`config.mk`:
```
export PLATFORM = sky130hd
export DESIGN_NAME = nfsa_ram
export DESIGN_NICKNAME = d
export VERILOG_FILES = /design/src/nfsa_ram.sv
export SDC_FILE = /design/constraint.sdc
export NUM_CORES = 1
export LEC_CHECK = 0
export BUFFER_PORTS_ARGS = -buffer_cell sky130_fd_sc_hd__buf_2
export CAP_MARGIN = 10
export CORE_UTILIZATION = 25
export CTS_CLUSTER_SIZE = 40
export DETAILED_ROUTE_END_ITERATION = 12
export HOLD_SLACK_MARGIN = 0.03
export MAX_ROUTING_LAYER = met4
export PLACE_DENSITY_LB_ADDON = 0.2
export RECOVER_POWER = 25
export SETUP_SLACK_MARGIN = 0.4
export SYNTH_ARGS = -nofsm -noshare
export SYNTH_HDL_FRONTEND = slang
export SYNTH_SLANG_ARGS = --single-unit
```
`constraint.sdc`:
```
create_clock -name clk_i -period 3.55 [get_ports clk_i]
set_clock_uncertainty 0.2 [all_clocks]
set_input_delay 0.71 -clock clk_i [delete_from_list [all_inputs] [get_ports clk_i]]
set_output_delay 0.71 -clock clk_i [all_outputs]
set_load 0.01 [all_outputs]
```
`src/nfsa_ram.sv`:
```
// Generic simple dual-port RAM with one write port and a registered read port.
module nfsa_ram #(
  parameter int unsigned WIDTH = 8,
  parameter int unsigned DEPTH = 16
) (
  input  logic                     clk_i,
  input  logic                     we_i,
  input  logic [$clog2(DEPTH)-1:0] waddr_i,
  input  logic [WIDTH-1:0]         wdata_i,
  input  logic [$clog2(DEPTH)-1:0] raddr_i,
  output logic [WIDTH-1:0]         rdata_o
);

  logic [WIDTH-1:0] mem [DEPTH];
  logic [WIDTH-1:0] rdata_q;

  // Write and read, read data registered
  always_ff @(posedge clk_i) begin
    if (we_i) begin
      mem[waddr_i] <= wdata_i;
    end
    rdata_q <= mem[raddr_i];
  end

  assign rdata_o = rdata_q;

endmodule

```
## After elaboration in Yosys (flattened, before gate mapping)

Memories as Yosys holds them, arrays and structs flattened. A register that Yosys moved wholly into a read port is not among the register bits.
Index checks and enable logic that the tools add are counted.

- Flip-flop bits (word level): 0
- Bits in writable memories: 128
- Input bits: 18
- Logic and storage cells: 3
- Memories: 1

- Multiplexer cells: 2

Memory list:

| memory | depth | width | read ports | clocked after memory_dff | write ports | RTL line | RTL |
|---|---|---|---|---|---|---|---|
| mem | 16 | 8 | 1 | 1 | 1 | 14 | `logic [WIDTH-1:0] mem [DEPTH];` |

Operators with widths:

| kind | number |
|---|---|
| $mux W1 | 2 |

## Depth between registers and ports, before layout

- Word-level depth: 2
- Mapped depth: 5

## Least setup slack after synthesis

OpenSTA, ideal clock, no wires.

- Path kind: in2reg
- Start: input port waddr_i[2]
- End: memory mem[0][0], enable pin
- Library setup time: 0.383 ns
- Arrival time: 1.820 ns
- Data required time: 2.967 ns
- Slack: 1.147 ns
- Stages: 2
- Buffers on the path: 0
- Path through: or3b_2 > nor3_1

RTL lines:

| item | RTL line | RTL |
|---|---|---|
| start: declaration | 8 | `input logic [$clog2(DEPTH)-1:0] waddr_i,` |
| end: declaration | 14 |  |

Straight into the memory's write port.

==> metrics.md <==
| Metric | Value |
|---|---|
| Status | finished, final reports clean |
| Hpwl dp | about 7500 µm |
| Synth unique cells | 19 |
| Die width | between 100 and 150 µm |
| F_max | ~460 MHz |
| Tcrit/Tclk final | 0.610 |
| Final setup vio count | 0 |
| Total Die Area | about 0.021 mm² |
| CTS sink cnt | around 140 |
| Antenna diode count | 0 |
| Syn_nets | ~250 |
| Lkg Pwr | 2.10 nW |
| Hold-fix buffers at CTS | 0 |
| Slew Limit Fails | 0 |
| Reg-to-Reg Start | mem[7][4] |
| Buffers on Ports | 25 |
| Async SR Flop Fraction | 0 |
| Hold WC Path Type | reg2reg |
| DR DRC count | 0 |
| DP Cell Count | between 500 and 600 |
| Antenna viol nets, final | 0 |
| Starting DRT DRC Count | 206 |
| RSZ-0062 raised after global routing | false |
| Post-Synthesis Cells | 229 |
| Critical Path End Type | register |
| Critical path arrival | around 2300 ps |
| Synth Register Bits | between 100 and 150 |
| Finished Layout Cells | roughly 570 |
| Post-CTS Setup Inserts | 0 |
| GRT Max-Usage Layer | met2 |
| CTS tree | yes |
| Worst slack, placed | about 880 ps |
| Max rail drop VDD | around 0.33 mV |
| Core box area | approximately 0.020 mm² |
| Critical Path RT | approximately 3600 ps |
| Most common cell after layout, fill and taps aside | edfxtp_1 |
| GRT Overall Usage | 0.119 |
| Chip height | 145 µm |
| DR vias | between 2000 and 2500 |
| Yosys top cell area share | 0.747 |
| Clock Path Buffers | 2 |
| Seq/Total Area, Yosys | 0.778 |
| Final total power | between 3 and 4 mW |
| M1 GR Usage | 0.150 |
| Synth top area cells | edfxtp_1 (75%), mux4_2 (7.9%), mux4_1 (7.1%) |
| Final setup TNS | 0 ps |
| Root Driver | clkbuf_16 |
| Area delta synth->final | 23.2% |
| Share of cells above drive strength 1 | 0.298 |
| Skew-Pair Late Insertion Delay | around 420 ps |
| Met3 global-route usage | 0.0367 |
| Power Density | ~630 mW/mm² |
| Crit path kind | in2reg |
| Post-Route WL | about 11000 µm |
| Number of global-route vias before repair | 2599 |
| Origin of the worst min-delay path | mem[12][0] |
| Initial antenna violation count | 0 |
| Netlist Area Pre-Place | a little over 0.005 mm² |
| Post-synth EDFFs | roughly 130 |
| PnR worst setup slack | roughly 1400 ps |
| Rel. slew slack | 0.369 |
| TritonCTS Buffers | 17 |
| Cell taking the most area after synthesis | edfxtp_1 |
| Remaining Overflow, GRT | 0 |
| First-pass GRT wire length | roughly 17000 µm |
| Worst-path fanout max | 22 |
| Wire per inst | 20.3 µm |
| Routability congestion estimate | between 0.7 and 0.8 |
| CTS clk-pin slew, worst paths | roughly 60 ps |
| Max-Cap Viols | 0 |
| Fin. Hold Viols | 0 |
| Avg Synthesized Cell Area | 22.5 µm² |
| Initial Util | 0.254 |
| Critical path origin | raddr_i[0] |
| Resized Gates After CTS | 0 |
| Fin area | between 0.006 and 0.007 mm² |
| Vias per std cell | ~4.3 |
| H-tree depth | 4 |
| Yosys Warn Count | 0 |
| Num ports | 26 |
| Slew of the pin with the lowest slew margin | between 900 and 1000 ps |
| Largest net degree at the start of global routing | 27 |
| DP Area | around 0.0057 mm² |
| Startpoint types | primary input |
| Synth Flop Type | edfxtp_1 |
| M2 GR Usage | 0.182 |
| Commonest non-fill, non-tap cells in the layout | edfxtp_1 (128), mux4_2 (18), buf_2 (18), buf_4 (18), clkbuf_16 (17) |
| Row count | 52 |
| Nets@finish | 300 |
| Final min period | 2170 ps |
| DRT Pass-1 Iters | 4 |
==> synth_stat cells (2+ instances only) <==
cell / count
edfxtp_1: 128
mux4_2: 18
a22oi_1: 16
mux4_1: 14
nor2_1: 13
nand2_1: 9
dfxtp_1: 8
nor3_1: 4
buf_2: 3
buf_6: 3
clkdlybuf4s25_2: 3
nand2b_1: 2
nand3b_1: 2
==> cell families (layout without fill, tap and decap cells) <==
family                 after synthesis  after routing  share of synthesized area
and+or+nand+nor                     35             35                     0.0318
buffers and inverters               10             76                     0.0168
AOI/OAI and AO/OA                   16             16                     0.0233
muxes                               32             32                      0.150
DFF                                136            136                      0.778
==> layer usage <==
| metal | routed length, µm | part of all wire |
|---|---|---|
| met5 | 0 | 0 |
| met4 | 161 | 0.014 |
| met3 | 394 | 0.034 |
| met2 | 5680 | 0.49 |
| met1 | 5240 | 0.46 |
==> per-stage QoR <==
stage,util,hold WS [ps]
CTS,0.314,470
finish,0.313,482
global placement,0.281,466
detailed placement,0.281,469
global route,0.313,491
floorplan,-,429
==> final cells by class <==
class / instances / area (µm²)
Timing Repair Buffer: 44 / 272
Tap cell: 270 / 338
Clock inverter: 15 / 246
Clock buffer: 17 / 425
Sequential cell: 136 / 4000
Multi-Input combinational cell: 83 / 1060
Fill cell: 1940 / 13900
==> path summary, 6_finish.rpt <==
check	to	slack, ps	depth (start not counted)
min	rdata_o[0]	480	3
max	rdata_o[4]	1380	5
max reg2reg	rdata_o[4]	2010	3
min reg2reg	rdata_o[0]	480	3
==> report_power, final <==
part	internal (mW)	leakage [nW]	total, mW	switching [mW]
combinational	0.0696	0.556	0.170	0.100
sequential	1.80	1.22	1.81	0.0126
clock	1.32	0.322	1.99	0.671
==> sequential cells by signal (all words and copies together), names as in the netlist <==
register and cells:
rdata_o 8, mem 128
==> critical path, cell delays in order <==
cell	delay, ps
buf_2	350
buf_12	270
mux4_1	600
a22oi_1	230
nand2_1	80
(Power assumes the default switching activity.)
